### src/hdl/rbd_pkg.sv
// ----------------------------------------------------------------------------
// rbd_pkg - shared constants for the run-length / back-reference decompressor
// command byte boundaries, length biases, decode phases and register map
// ----------------------------------------------------------------------------
package rbd_pkg;

    // default sizing
    localparam int HISTORY_DEPTH_DEF = 512;
    localparam int SIZE_BITS_DEF     = 24;
    localparam int BEAT_BYTES_DEF    = 8;

    // fixed port widths
    localparam int BYTE_BITS   = 8;
    localparam int DATA_BITS   = 64;
    localparam int COUNT_BITS  = 4;
    localparam int LEN_BITS    = 7;
    localparam int DIST_BITS   = 9;
    localparam int PADDR_BITS  = 3;
    localparam int PDATA_BITS  = 32;
    localparam int M_DATA_BITS = 72;

    // command byte classes
    localparam logic [7:0] CMD_ZERO_BASE = 8'h40;
    localparam logic [7:0] CMD_RUN_BASE  = 8'h80;
    localparam logic [7:0] CMD_COPY_BASE = 8'hC0;
    localparam logic [7:0] CMD_NOP       = 8'hFE;
    localparam logic [7:0] CMD_END       = 8'hFF;

    // length and distance biases
    localparam logic [7:0] ZERO_BIAS = 8'd62;
    localparam logic [7:0] RUN_BIAS  = 8'd126;
    localparam logic [7:0] COPY_BIAS = 8'd190;
    localparam logic [8:0] DIST_BIAS = 9'd2;

    // decode phase between compressed bytes
    localparam logic [1:0] PH_COMMAND = 2'd0;
    localparam logic [1:0] PH_LITERAL = 2'd1;
    localparam logic [1:0] PH_RUNBYTE = 2'd2;
    localparam logic [1:0] PH_OFFSET  = 2'd3;

    // register index (paddr[2])
    localparam logic REG_EXPECTED_SIZE = 1'b0;

endpackage

### src/hdl/rle_backref_byte_decompressor.sv
// ----------------------------------------------------------------------------
// rle_backref_byte_decompressor - hybrid run-length / back-reference decoder
// takes one compressed byte per beat, emits up to BEAT_BYTES output bytes
// per beat and keeps the recent output in a history memory for copies
// ----------------------------------------------------------------------------
//
//  channel   | direction | contents
//  ----------+-----------+---------------------------------------------------
//  s_axis    | in        | tdata: in_byte[7:0]; tuser: stream_start[0]
//  m_axis    | out       | tdata: out_data[63:0], byte_count[67:64];
//            |           | tlast: run_last; tuser: stream_end[0], fault[1]
//  apb       | cfg       | reg 0 at 0x0: expected_size
//
//  a compressed byte is accepted only while the engine is idle; the engine then
//  writes its output bytes one per cycle unless the output register stalls it,
//  or a status-only beat if it produces none, before it takes the next byte.
//  history memory: one write and one read a cycle; one byte per cycle, also for copy reads.
//  reset clears decode state but fill, copy, dist and beat data; history is left as it is.
//  a full output register stalls the engine only when a beat must leave.
//
module rle_backref_byte_decompressor #(
    parameter int HISTORY_DEPTH = rbd_pkg::HISTORY_DEPTH_DEF,
    parameter int SIZE_BITS     = rbd_pkg::SIZE_BITS_DEF,
    parameter int BEAT_BYTES    = rbd_pkg::BEAT_BYTES_DEF
) (
    input  logic                              clk,
    input  logic                              rst_n,
    // configuration port
    input  logic                              psel,
    input  logic                              penable,
    input  logic                              pwrite,
    input  logic [rbd_pkg::PADDR_BITS-1:0]    paddr,
    input  logic [rbd_pkg::PDATA_BITS-1:0]    pwdata,
    output logic [rbd_pkg::PDATA_BITS-1:0]    prdata,
    output logic                              pready,
    // compressed input
    input  logic                              s_tvalid,
    output logic                              s_tready,
    input  logic [rbd_pkg::BYTE_BITS-1:0]     s_tdata,   // in_byte[7:0]
    input  logic [0:0]                        s_tuser,   // stream_start[0]
    // decompressed output
    output logic                              m_tvalid,
    input  logic                              m_tready,
    output logic [rbd_pkg::M_DATA_BITS-1:0]   m_tdata,   // out_data[63:0], byte_count[67:64]
    output logic                              m_tlast,
    output logic [1:0]                        m_tuser    // stream_end[0], fault[1]
);

    localparam int AW = $clog2(HISTORY_DEPTH);
    localparam int LB = rbd_pkg::LEN_BITS;
    localparam int DB = rbd_pkg::DIST_BITS;

    // engine states
    localparam logic ENG_IDLE = 1'b0;
    localparam logic ENG_RUN  = 1'b1;

    // ---------------------------------------------------------------- config
    logic [SIZE_BITS-1:0] exp_size_reg;

    assign pready = 1'b1;
    assign prdata = (paddr[2] == rbd_pkg::REG_EXPECTED_SIZE)
                    ? rbd_pkg::PDATA_BITS'(exp_size_reg) : '0;

    always_ff @(posedge clk or negedge rst_n)
    begin
        if (!rst_n)
        begin
            exp_size_reg <= '0;
        end
        else if (psel && penable && pwrite && pready
                 && paddr[2] == rbd_pkg::REG_EXPECTED_SIZE)
        begin
            exp_size_reg <= pwdata[SIZE_BITS-1:0];
        end
    end

    // ---------------------------------------------------------------- state
    logic                 eng_reg,       eng_next;
    logic [1:0]           phase_reg,     phase_next;
    logic [LB-1:0]        remlit_reg,    remlit_next;
    logic [LB-1:0]        pend_reg,      pend_next;
    logic                 ended_reg,     ended_next;
    logic                 faulted_reg,   faulted_next;
    logic [AW-1:0]        wp_reg,        wp_next;
    logic [SIZE_BITS-1:0] prod_reg,      prod_next;
    // burst of output bytes for the current compressed byte
    logic [LB-1:0]        left_reg,      left_next;
    logic [7:0]           fill_reg,      fill_next;
    logic                 copy_reg,      copy_next;
    logic [DB-1:0]        dist_reg,      dist_next;
    // beat being assembled
    logic [63:0]          beat_data_reg, beat_data_next;
    logic [3:0]           beat_cnt_reg,  beat_cnt_next;
    // output register
    logic                 out_valid_reg;
    logic [63:0]          out_data_reg;
    logic [3:0]           out_cnt_reg;
    logic                 out_last_reg;
    logic                 out_end_reg;
    logic                 out_fault_reg;

    // history memory
    logic [7:0]           hist_mem [HISTORY_DEPTH];
    logic [7:0]           rd_data_reg;
    logic [AW-1:0]        rd_addr;
    logic                 mem_we;
    logic [7:0]           mem_wdata;

    // push into output register
    logic                 push;
    logic [63:0]          push_data;
    logic [3:0]           push_cnt;
    logic                 push_last;
    logic                 out_free;

    assign out_free = !out_valid_reg || m_tready;
    assign s_tready = (eng_reg == ENG_IDLE);

    assign m_tvalid = out_valid_reg;
    assign m_tdata  = {4'b0, out_cnt_reg, out_data_reg};
    assign m_tlast  = out_last_reg;
    assign m_tuser  = {out_fault_reg, out_end_reg};

    // ---------------------------------------------------------------- decode
    always_comb
    begin
        logic [1:0]           ph_e;
        logic [LB-1:0]        remlit_e;
        logic [LB-1:0]        pend_e;
        logic                 ended_e;
        logic                 faulted_e;
        logic [AW-1:0]        wp_e;
        logic [SIZE_BITS-1:0] prod_e;
        logic [7:0]           x;
        logic [LB-1:0]        n;
        logic [SIZE_BITS-1:0] room;
        logic [LB-1:0]        m;
        logic [DB-1:0]        copy_dist;
        logic [7:0]           b;
        logic [63:0]          beat_after;
        logic [3:0]           cnt_after;
        logic                 last;
        logic                 need_push;
        logic [AW-1:0]        dist_a;
        logic [AW:0]          wrap_sum;

        eng_next       = eng_reg;
        phase_next     = phase_reg;
        remlit_next    = remlit_reg;
        pend_next      = pend_reg;
        ended_next     = ended_reg;
        faulted_next   = faulted_reg;
        wp_next        = wp_reg;
        prod_next      = prod_reg;
        left_next      = left_reg;
        fill_next      = fill_reg;
        copy_next      = copy_reg;
        dist_next      = dist_reg;
        beat_data_next = beat_data_reg;
        beat_cnt_next  = beat_cnt_reg;
        push           = 1'b0;
        push_data      = beat_data_reg;
        push_cnt       = beat_cnt_reg;
        push_last      = 1'b0;
        mem_we         = 1'b0;

        x          = s_tdata;
        n          = '0;
        copy_dist  = {1'b0, x} + rbd_pkg::DIST_BIAS;
        room       = '0;
        m          = '0;
        b          = copy_reg ? rd_data_reg : fill_reg;
        mem_wdata  = b;
        beat_after = beat_data_reg;
        cnt_after  = beat_cnt_reg + 4'd1;
        last       = (left_reg == LB'(1));

        // stream_start restarts the decoder before this byte
        if (s_tuser[0])
        begin
            ph_e      = rbd_pkg::PH_COMMAND;
            remlit_e  = '0;
            pend_e    = '0;
            ended_e   = 1'b0;
            faulted_e = 1'b0;
            wp_e      = '0;
            prod_e    = '0;
        end
        else
        begin
            ph_e      = phase_reg;
            remlit_e  = remlit_reg;
            pend_e    = pend_reg;
            ended_e   = ended_reg;
            faulted_e = faulted_reg;
            wp_e      = wp_reg;
            prod_e    = prod_reg;
        end

        for (int i = 0; i < 8; i++)
        begin
            if (i < BEAT_BYTES && beat_cnt_reg == 4'(i))
            begin
                beat_after[8*i +: 8] = b;
            end
        end
        need_push = (cnt_after == 4'(BEAT_BYTES)) || last;

        if (eng_reg == ENG_IDLE)
        begin
            if (s_tvalid)
            begin
                phase_next   = ph_e;
                remlit_next  = remlit_e;
                pend_next    = pend_e;
                ended_next   = ended_e;
                wp_next      = wp_e;
                fill_next    = x;
                copy_next    = 1'b0;
                dist_next    = copy_dist;
                if (!ended_e)
                begin
                    case (ph_e)
                        rbd_pkg::PH_LITERAL:
                        begin
                            n = LB'(1);
                            if (remlit_e != '0)
                            begin
                                remlit_next = remlit_e - LB'(1);
                            end
                            if (remlit_e <= LB'(1))
                            begin
                                phase_next = rbd_pkg::PH_COMMAND;
                            end
                        end
                        rbd_pkg::PH_RUNBYTE:
                        begin
                            n          = pend_e;
                            pend_next  = '0;
                            phase_next = rbd_pkg::PH_COMMAND;
                        end
                        rbd_pkg::PH_OFFSET:
                        begin
                            // reference before the start of the stream
                            if (SIZE_BITS'(copy_dist) > prod_e)
                            begin
                                faulted_e = 1'b1;
                            end
                            else
                            begin
                                n = pend_e;
                            end
                            copy_next  = 1'b1;
                            pend_next  = '0;
                            phase_next = rbd_pkg::PH_COMMAND;
                        end
                        default:
                        begin
                            if (x < rbd_pkg::CMD_ZERO_BASE)
                            begin
                                remlit_next = LB'(x) + LB'(1);
                                phase_next  = rbd_pkg::PH_LITERAL;
                            end
                            else if (x < rbd_pkg::CMD_RUN_BASE)
                            begin
                                n         = LB'(x - rbd_pkg::ZERO_BIAS);
                                fill_next = 8'h00;
                            end
                            else if (x < rbd_pkg::CMD_COPY_BASE)
                            begin
                                pend_next  = LB'(x - rbd_pkg::RUN_BIAS);
                                phase_next = rbd_pkg::PH_RUNBYTE;
                            end
                            else if (x < rbd_pkg::CMD_NOP)
                            begin
                                pend_next  = LB'(x - rbd_pkg::COPY_BIAS);
                                phase_next = rbd_pkg::PH_OFFSET;
                            end
                            else if (x == rbd_pkg::CMD_END)
                            begin
                                ended_next = 1'b1;
                            end
                        end
                    endcase
                end
                // bytes past expected_size are dropped and flag a fault
                room = (prod_e >= exp_size_reg) ? '0 : exp_size_reg - prod_e;
                if (room < SIZE_BITS'(n))
                begin
                    m         = room[LB-1:0];
                    faulted_e = 1'b1;
                end
                else
                begin
                    m = n;
                end
                faulted_next   = faulted_e;
                prod_next      = prod_e + SIZE_BITS'(m);
                left_next      = m;
                beat_data_next = '0;
                beat_cnt_next  = '0;
                eng_next       = ENG_RUN;
            end
        end
        else
        begin
            if (left_reg == '0)
            begin
                // nothing produced: status-only beat
                if (out_free)
                begin
                    push      = 1'b1;
                    push_data = '0;
                    push_cnt  = '0;
                    push_last = 1'b1;
                    eng_next  = ENG_IDLE;
                end
            end
            else if (!need_push || out_free)
            begin
                mem_we    = 1'b1;
                wp_next   = (wp_reg == AW'(HISTORY_DEPTH - 1)) ? '0 : wp_reg + AW'(1);
                left_next = left_reg - LB'(1);
                if (need_push)
                begin
                    push           = 1'b1;
                    push_data      = beat_after;
                    push_cnt       = cnt_after;
                    push_last      = last;
                    beat_data_next = '0;
                    beat_cnt_next  = '0;
                    if (last)
                    begin
                        eng_next = ENG_IDLE;
                    end
                end
                else
                begin
                    beat_data_next = beat_after;
                    beat_cnt_next  = cnt_after;
                end
            end
        end

        // copy source for the next byte; dist >= 2 keeps it clear of the write
        dist_a   = AW'(dist_next);
        wrap_sum = {1'b0, wp_next} + (AW+1)'(HISTORY_DEPTH) - {1'b0, dist_a};
        rd_addr  = (wp_next >= dist_a) ? wp_next - dist_a : wrap_sum[AW-1:0];
    end

    // ---------------------------------------------------------------- memory
    always_ff @(posedge clk)
    begin
        if (mem_we)
        begin
            hist_mem[wp_reg] <= mem_wdata;
        end
        rd_data_reg <= hist_mem[rd_addr];
    end

    // ---------------------------------------------------------------- registers
    always_ff @(posedge clk or negedge rst_n)
    begin
        if (!rst_n)
        begin
            eng_reg      <= ENG_IDLE;
            phase_reg    <= rbd_pkg::PH_COMMAND;
            remlit_reg   <= '0;
            pend_reg     <= '0;
            ended_reg    <= 1'b0;
            faulted_reg  <= 1'b0;
            wp_reg       <= '0;
            prod_reg     <= '0;
            left_reg     <= '0;
            beat_cnt_reg <= '0;
        end
        else
        begin
            eng_reg      <= eng_next;
            phase_reg    <= phase_next;
            remlit_reg   <= remlit_next;
            pend_reg     <= pend_next;
            ended_reg    <= ended_next;
            faulted_reg  <= faulted_next;
            wp_reg       <= wp_next;
            prod_reg     <= prod_next;
            left_reg     <= left_next;
            beat_cnt_reg <= beat_cnt_next;
        end
    end

    always_ff @(posedge clk)
    begin
        fill_reg      <= fill_next;
        copy_reg      <= copy_next;
        dist_reg      <= dist_next;
        beat_data_reg <= beat_data_next;
        if (push)
        begin
            out_data_reg  <= push_data;
            out_cnt_reg   <= push_cnt;
            out_last_reg  <= push_last;
            out_end_reg   <= ended_reg;
            out_fault_reg <= faulted_reg;
        end
    end

    // output beat valid
    always_ff @(posedge clk or negedge rst_n)
    begin
        if (!rst_n)
        begin
            out_valid_reg <= 1'b0;
        end
        else if (push)
        begin
            out_valid_reg <= 1'b1;
        end
        else if (m_tready)
        begin
            out_valid_reg <= 1'b0;
        end
    end

endmodule

### config.mk
export PLATFORM = sky130hd
export DESIGN_NAME = rle_backref_byte_decompressor
export DESIGN_NICKNAME = d
export VERILOG_FILES = /design/src/hdl/rbd_pkg.sv /design/src/hdl/rle_backref_byte_decompressor.sv
export SDC_FILE = /design/constraint.sdc
export NUM_CORES = 2
export LEC_CHECK = 0
export ABC_AREA = 1
export BUFFER_PORTS_ARGS = -buffer_cell sky130_fd_sc_hd__buf_2
export CORE_ASPECT_RATIO = 0.9
export CORE_MARGIN = 1
export CORE_UTILIZATION = 35
export DETAILED_ROUTE_END_ITERATION = 6
export SETUP_SLACK_MARGIN = 0.05
export SYNTH_ARGS = -nofsm -noshare
export SYNTH_HDL_FRONTEND = slang
export SYNTH_SLANG_ARGS = --single-unit
### constraint.sdc
create_clock -name clk -period 9.51 [get_ports clk]
set_clock_uncertainty 0.15 [all_clocks]
set_input_delay 2.3775 -clock clk [delete_from_list [all_inputs] [get_ports clk]]
set_output_delay 2.3775 -clock clk [all_outputs]
set_load 0.005 [all_outputs]
# After elaboration in Yosys (flattened, before gate mapping)
# Memory sizes are Yosys's and may differ from the RTL's. A register that Yosys moved wholly into a read port is not among the register bits.
# Cells that the tools add are included.
# totals
output_inout_bits,110
n_memories,1
ff_bits,241
ram_bits,4096
# mem_list
memory,words,width,rd,rd_clocked_by_memory_dff,wr,line_no,text
hist_mem,512,8,1,1,1,rle_backref_byte_decompressor.sv:103,logic [7:0] hist_mem [HISTORY_DEPTH];
# classes
bitwise_logic,2
n_addsub,14
n_eq_ne,16
muxes,115
reduce_logical,17
order_cmp,9
# op_table
cell,count
2-to-1 mux 64 bit,10
2-to-1 mux 7 bit,23
2-to-1 mux 8 bit,13
2-to-1 mux 9 bit,9
2-to-1 mux 24 bit,3
2-to-1 mux 4 bit,10
2-to-1 mux 1 bit,36
one-hot mux 7 bit (2 select lines),2
adder 24 x 7 -> 24 bit,1
greater-or-equal comparator 24 bit,1
> comparator 9 x 24 -> 1 bit,1
less-than comparator 24 x 7 -> 1 bit,1
"less-than comparator 8 bit, second input constant",3
subtractor 24 bit,1
one-hot mux 7 bit (3 select lines),1
"adder 9 x 1 -> 9 bit, second input constant",2
subtractor 9 bit,2
"equality test 4 x 3 -> 1 bit, second input constant",4
2-to-1 mux 2 bit,7
"subtractor 7 x 1 -> 7 bit, second input constant",2
"subtractor 7 x 6 -> 7 bit, second input constant",2
"adder 8 x 2 -> 9 bit, second input constant",1
"equality test 9 bit, second input constant",1
greater-or-equal comparator 9 bit,1
27 further kinds,36

# Depth between registers and ports, before layout
# logic_depth
depth_word,13
depth_mapped,44

# Worst setup path before layout
# OpenSTA, ideal clock, no wires.
# synth_timing
path_kind,input to register
from,in s_tuser
to,reg prod_reg[22]
required_ps,9236
t_arrival_ps,7835
setup_time_ps,124
n_path_buf,4
cell_stages,40
slack_ps,1401
cell_sequence,buf_6 -> inv_4 -> buf_6 -> clkbuf_1 -> nand2_1 -> fa_1 -> nand2_1 -> inv_1 -> nand2_1 -> nand3_1 -> nand2_1 -> nand2_1 -> nand2_1 -> nand3_1 -> nand2_1 -> buf_4 -> nor2_1 -> ha_1 -> [... 4 more ...] -> inv_1 -> nand3_4 -> nand2_1 -> and2_1 -> ha_1 -> inv_1 -> fa_1 -> o31ai_1 -> nand3_1 -> nand2_1 -> nand2_1 -> a21oi_2 -> nand2_1 -> nor4_2 -> nand2_1 -> nor3_2 -> nand4_1 -> xor2_1
# synth_via
elab_chain_cells,12
elab_cells_between_ends,21
cone_classes,add/sub (2); order compare (3); eq/ne (3); mux (13)
# synth_lines
item,line_no,text
start: declaration,rle_backref_byte_decompressor.sv:40,"input logic [0:0] s_tuser,"
2-to-1 mux 24 bit,rle_backref_byte_decompressor.sv:179,if (s_tuser[0])
> comparator 9 x 24 -> 1 bit,rle_backref_byte_decompressor.sv:245,if (SIZE_BITS'(copy_dist) > prod_e)
2-to-1 mux 7 bit,rle_backref_byte_decompressor.sv:245,
one-hot mux 7 bit (3 select lines),rle_backref_byte_decompressor.sv:223,case (ph_e)
2-to-1 mux 7 bit,rle_backref_byte_decompressor.sv:221,if (!ended_e)
2-to-1 mux 7 bit,rle_backref_byte_decompressor.sv:211,if (s_tvalid)
2-to-1 mux 7 bit,rle_backref_byte_decompressor.sv:209,if (eng_reg == ENG_IDLE)
less-than comparator 24 x 7 -> 1 bit,rle_backref_byte_decompressor.sv:288,if (room < SIZE_BITS'(n))
2-to-1 mux 7 bit,rle_backref_byte_decompressor.sv:288,
2-to-1 mux 7 bit,rle_backref_byte_decompressor.sv:211,
2-to-1 mux 7 bit,rle_backref_byte_decompressor.sv:209,
adder 24 x 7 -> 24 bit *,rle_backref_byte_decompressor.sv:298,prod_next = prod_e + SIZE_BITS'(m);
end signal: assignment,rle_backref_byte_decompressor.sv:386,prod_reg <= prod_next;
end: declaration,rle_backref_byte_decompressor.sv:85,"logic [SIZE_BITS-1:0] prod_reg, prod_next;"
# Every way passes the cells marked *; elsewhere a longest branch is shown, timed or not. The select of a mux whose other input is x is not followed.
# A chain may end at the register's enable or synchronous reset.

# Final worst setup path
# Same ends and word-level chain as after synthesis.

==> impl_metrics.sql <==
INSERT INTO impl_metrics (metric_group, metric, value, unit) VALUES
('die', 'core_region_area', '516000', 'µm²'),
('clocking', 'cts.hold.buffers_added', '0', ''),
('timing', 'worst_slew_margin_rel', '1.00', '%'),
('critical_path', 'critPathKind', 'primary input to flip-flop', ''),
('detailed_routing', 'via_count', '116000', ''),
('clocking', 'ctsRootBufferMaster', 'clkbuf_16', ''),
('placement', 'detailed_place_hpwl', '279000', 'µm'),
('die', 'area_of_the_die', '522000', 'µm²'),
('timing', 'maxSlewViolCount', '0', ''),
('clocking', 'insertion_delay', '1.02', 'ns'),
('synth', 'synth_edf_count', '4240', ''),
('critical_path', 'crit_path_top_delay_cell', 'fa_1', ''),
('hold_path', 'holdCritStartpoint', 'left_reg[1]', ''),
('critical_path', 'endpoint_kind', 'flip-flop', ''),
('timing', 'fin_setup_tns', '0', 'ns'),
('timing', 'worstMarginPinSlew', '1.48', 'ns'),
('synth', 'distinct_cell_type_count_after_synthesis', '64', ''),
('timing', 'part_of_the_cycle_the_worst_path_needs', '86.1', '%'),
('cells_and_area', 'area.growth.synth_to_final', '12.0', '%'),
('hold_path', 'worstHoldPathType', 'flip-flop to flip-flop', ''),
('status', 'outcome', 'complete, but fails checks', ''),
('synth', 'async_reset_ff_share', '2.03', '%'),
('detailed_routing', 'via_per_inst', '5.33', ''),
('critical_path', 'critical_path_max_stage_delay', '0.47', 'ns'),
('die', 'boundaryPins', '161', ''),
('grt', 'initial_antenna_violation_count', '26', ''),
('synth', 'main_flop_type_after_synthesis', 'edfxtp_1', ''),
('timing', 'layout_setup_ws', '1.33', 'ns'),
('detailed_routing', 'routed_wl', '486000', 'µm'),
('cells_and_area', 'number_of_nets_in_the_finished_design', '14700', ''),
('grt', 'maximum_number_of_pins_on_one_net_before_global_route_repair', '197', ''),
('placement', 'worst_case_setup_slack_after_placement', '0.382', 'ns'),
('synth', 'synth.top_cells.by_count', '4240 x edfxtp_1, 3934 x nor2_1, 1245 x o21ai_0', ''),
('detailed_routing', 'drt-wirelength-per-cell', '22.3', 'µm'),
('clocking', 'cts_post_setup_buffers_inserted', '0', ''),
('critical_path', 'crit-reg2reg-launch', 'left_reg[0]', ''),
('grt', 'grtUsageTotal', '17.9', '%'),
('synth', 'synthesis.area_per_instance', '12.3', 'µm²'),
('critical_path', 'worst-path-max-fanout', '12', ''),
('synth', 'synth_seq_cells', '4345', ''),
('clocking', 'cts.reportedPaths.clkPinSlew', '0.06', 'ns'),
('clocking', 'htree_num_levels', '5', ''),
('detailed_routing', 'detailedRoute.firstIterationViolations', '13100', ''),
('detailed_routing', 'count_of_tritonroute_iterations_in_the_first_routing_pass', '7', ''),
('die', 'fp.dieH', '685', 'µm'),
('status', 'failing_checks', 'design-rule violations', ''),
('timing', 'max_freq', '122', 'MHz'),
('job', 'max-cap-violations', '0', ''),
('clocking', 'cts.sinks', '4345', ''),
('synth', 'post_synth_instance_area', '182000', 'µm²'),
('timing', 'grt_setup_unrepaired', 'no', ''),
('grt', 'grt_first_pass_wirelength', '718000', 'µm'),
('critical_path', 'startpoint_type', 'primary input', ''),
('synth', 'postSynthCellCount', '14700', ''),
('grt', 'first_global_vias', '109000', ''),
('critical_path', 'critical_path.most_common_cell', 'nand2_1', ''),
('grt', 'grt_remaining_overflow', '0', ''),
('timing', 'min_period', '8.18', 'ns'),
('synth', 'seq_area_frac_synth', '71.5', '%'),
('synth', 'yosys.cell_count.top_type', 'edfxtp_1', ''),
('timing', 'finalHoldViolCount', '0', ''),
('synth', 'synthDominantAreaCellType', 'edfxtp_1', ''),
('clocking', 'tritoncts', 'yes', ''),
('synth', 'synthDominantCellAreaShare', '70.1', '%'),
('synth', 'synthesis.yosys.warnings', '0', ''),
('critical_path', 'crit_start', 's_tuser', ''),
('clocking', 'clk_path_buf_depth', '4', ''),
('timing', 'final_setup_vio_count', '0', ''),
('placement', 'final_weighted_congestion_in_routability_driven_placement', '0.857', ''),
('die', 'die_w', '761', 'µm'),
('cells_and_area', 'drive_gt1_share', '9.56', '%'),
('clocking', 'cts_buffers', '433', ''),
('detailed_routing', 'drc', '5', ''),
('die', 'std_cell_rows', '250', ''),
('cells_and_area', 'finish.utilization', '39.5', '%'),
('detailed_routing', 'drtAntennaViolNets', '0', ''),
('cells_and_area', 'number_of_flip_flops_under_the_largest_register_name', '4096', ''),
('critical_path', 'worstPathArrival', '8.90', 'ns'),
('placement', 'portBuffers', '137', ''),
('critical_path', 'required', '10.23', 'ns'),
('clocking', 'cts-resized-gates', '0', ''),
('synth', 'synthTopCellsByArea', 'edfxtp_1 70%, nor2_1 8.1%, o32ai_1 5.2%', ''),
('die', 'start_util', '35.2', '%');
-- metal layers --
metal	track usage, %	up-vias	part of all wire [%]
met5	0	-	0.019
met4	5.29	14	3.0
met3	2.59	783	7.5
met2	27.9	4226	45
met1	26.0	57700	44
li1	-	53300	-
-- area by class of cell --
type                    instances  area (µm²)
repair buffers                431        3810
inverters                     525        2090
multi-input cells            8857       45300
clock buffers                 529       11200
clock inverters               264        2620
diodes                         12        30.0
well taps                    6804        8510
fillers                     48100      312000
flip-flops and latches       4345      130000
-- path summary, 6_finish.rpt --
| path | end | slack (ns) | cells after the start |
|---|---|---|---|
| max | prod_reg[22] | 1.33 | 39 |
| min | left_reg[1] | 0.33 | 2 |
| max reg2reg | rd_data_reg[2] | 2.37 | 29 |
| min reg2reg | left_reg[1] | 0.33 | 2 |
| max in group asynchronous | prod_reg[15] | 6.81 | 2 |
| min in group asynchronous | beat_cnt_reg[1] | 1.17 | 1 |
-- placed cells by master, fill, tap and decap left out, types with 26 or more instances in the layout --
| cell | count |
|---|---|
| edfxtp_1 | 4240 |
| nor2_1 | 3931 |
| o21ai_0 | 1245 |
| nand2_1 | 1205 |
| o32ai_1 | 1075 |
| inv_1 | 485 |
| clkbuf_16 | 435 |
| nand3_1 | 398 |
| mux2_2 | 318 |
| buf_4 | 222 |
| o21ai_1 | 212 |
| buf_2 | 136 |
| a21oi_1 | 126 |
| clkinv_1 | 110 |
| clkbuf_1 | 93 |
| dfrtp_1 | 87 |
| clkinv_2 | 77 |
| buf_12 | 73 |
| ha_1 | 69 |
| bufinv_16 | 39 |
| o211ai_1 | 34 |
| nor3_1 | 26 |
-- metrics by stage --
stage,hold WS [ns],cells,instance area [µm²]
after global routing,0.338,21800,203000
after global placement,0.321,21000,190000
final,0.326,21800,203000
after floorplan,0.293,14800,182000
after detailed placement,0.315,21000,190000
after CTS,0.331,21800,203000
-- worst max-delay path: cells and delay by family --
kind / cells / cell delay [ns]
AO/OA/AOI/OAI: 4 / 0.81
AND/OR/NAND/NOR: 23 / 3.25
buffers and inverters: 6 / 0.64
adder cells (fa/ha/maj): 5 / 1.64
XOR/XNOR: 1 / 0.17
-- cell families after synthesis --
family	Yosys count	share of synthesized area (%)
simple gates	5632	12.1
flops	4345	71.5
compound gates	2759	9.96
buf+inv	1552	3.65
mux	336	2.08
fa+ha+maj	73	0.515
xor+xnor	44	0.225
other cells	2	0.00414
Power is left out: the tool's default activity adds up to more than one toggle a clock period on the data nets, which glitch-free logic cannot reach.
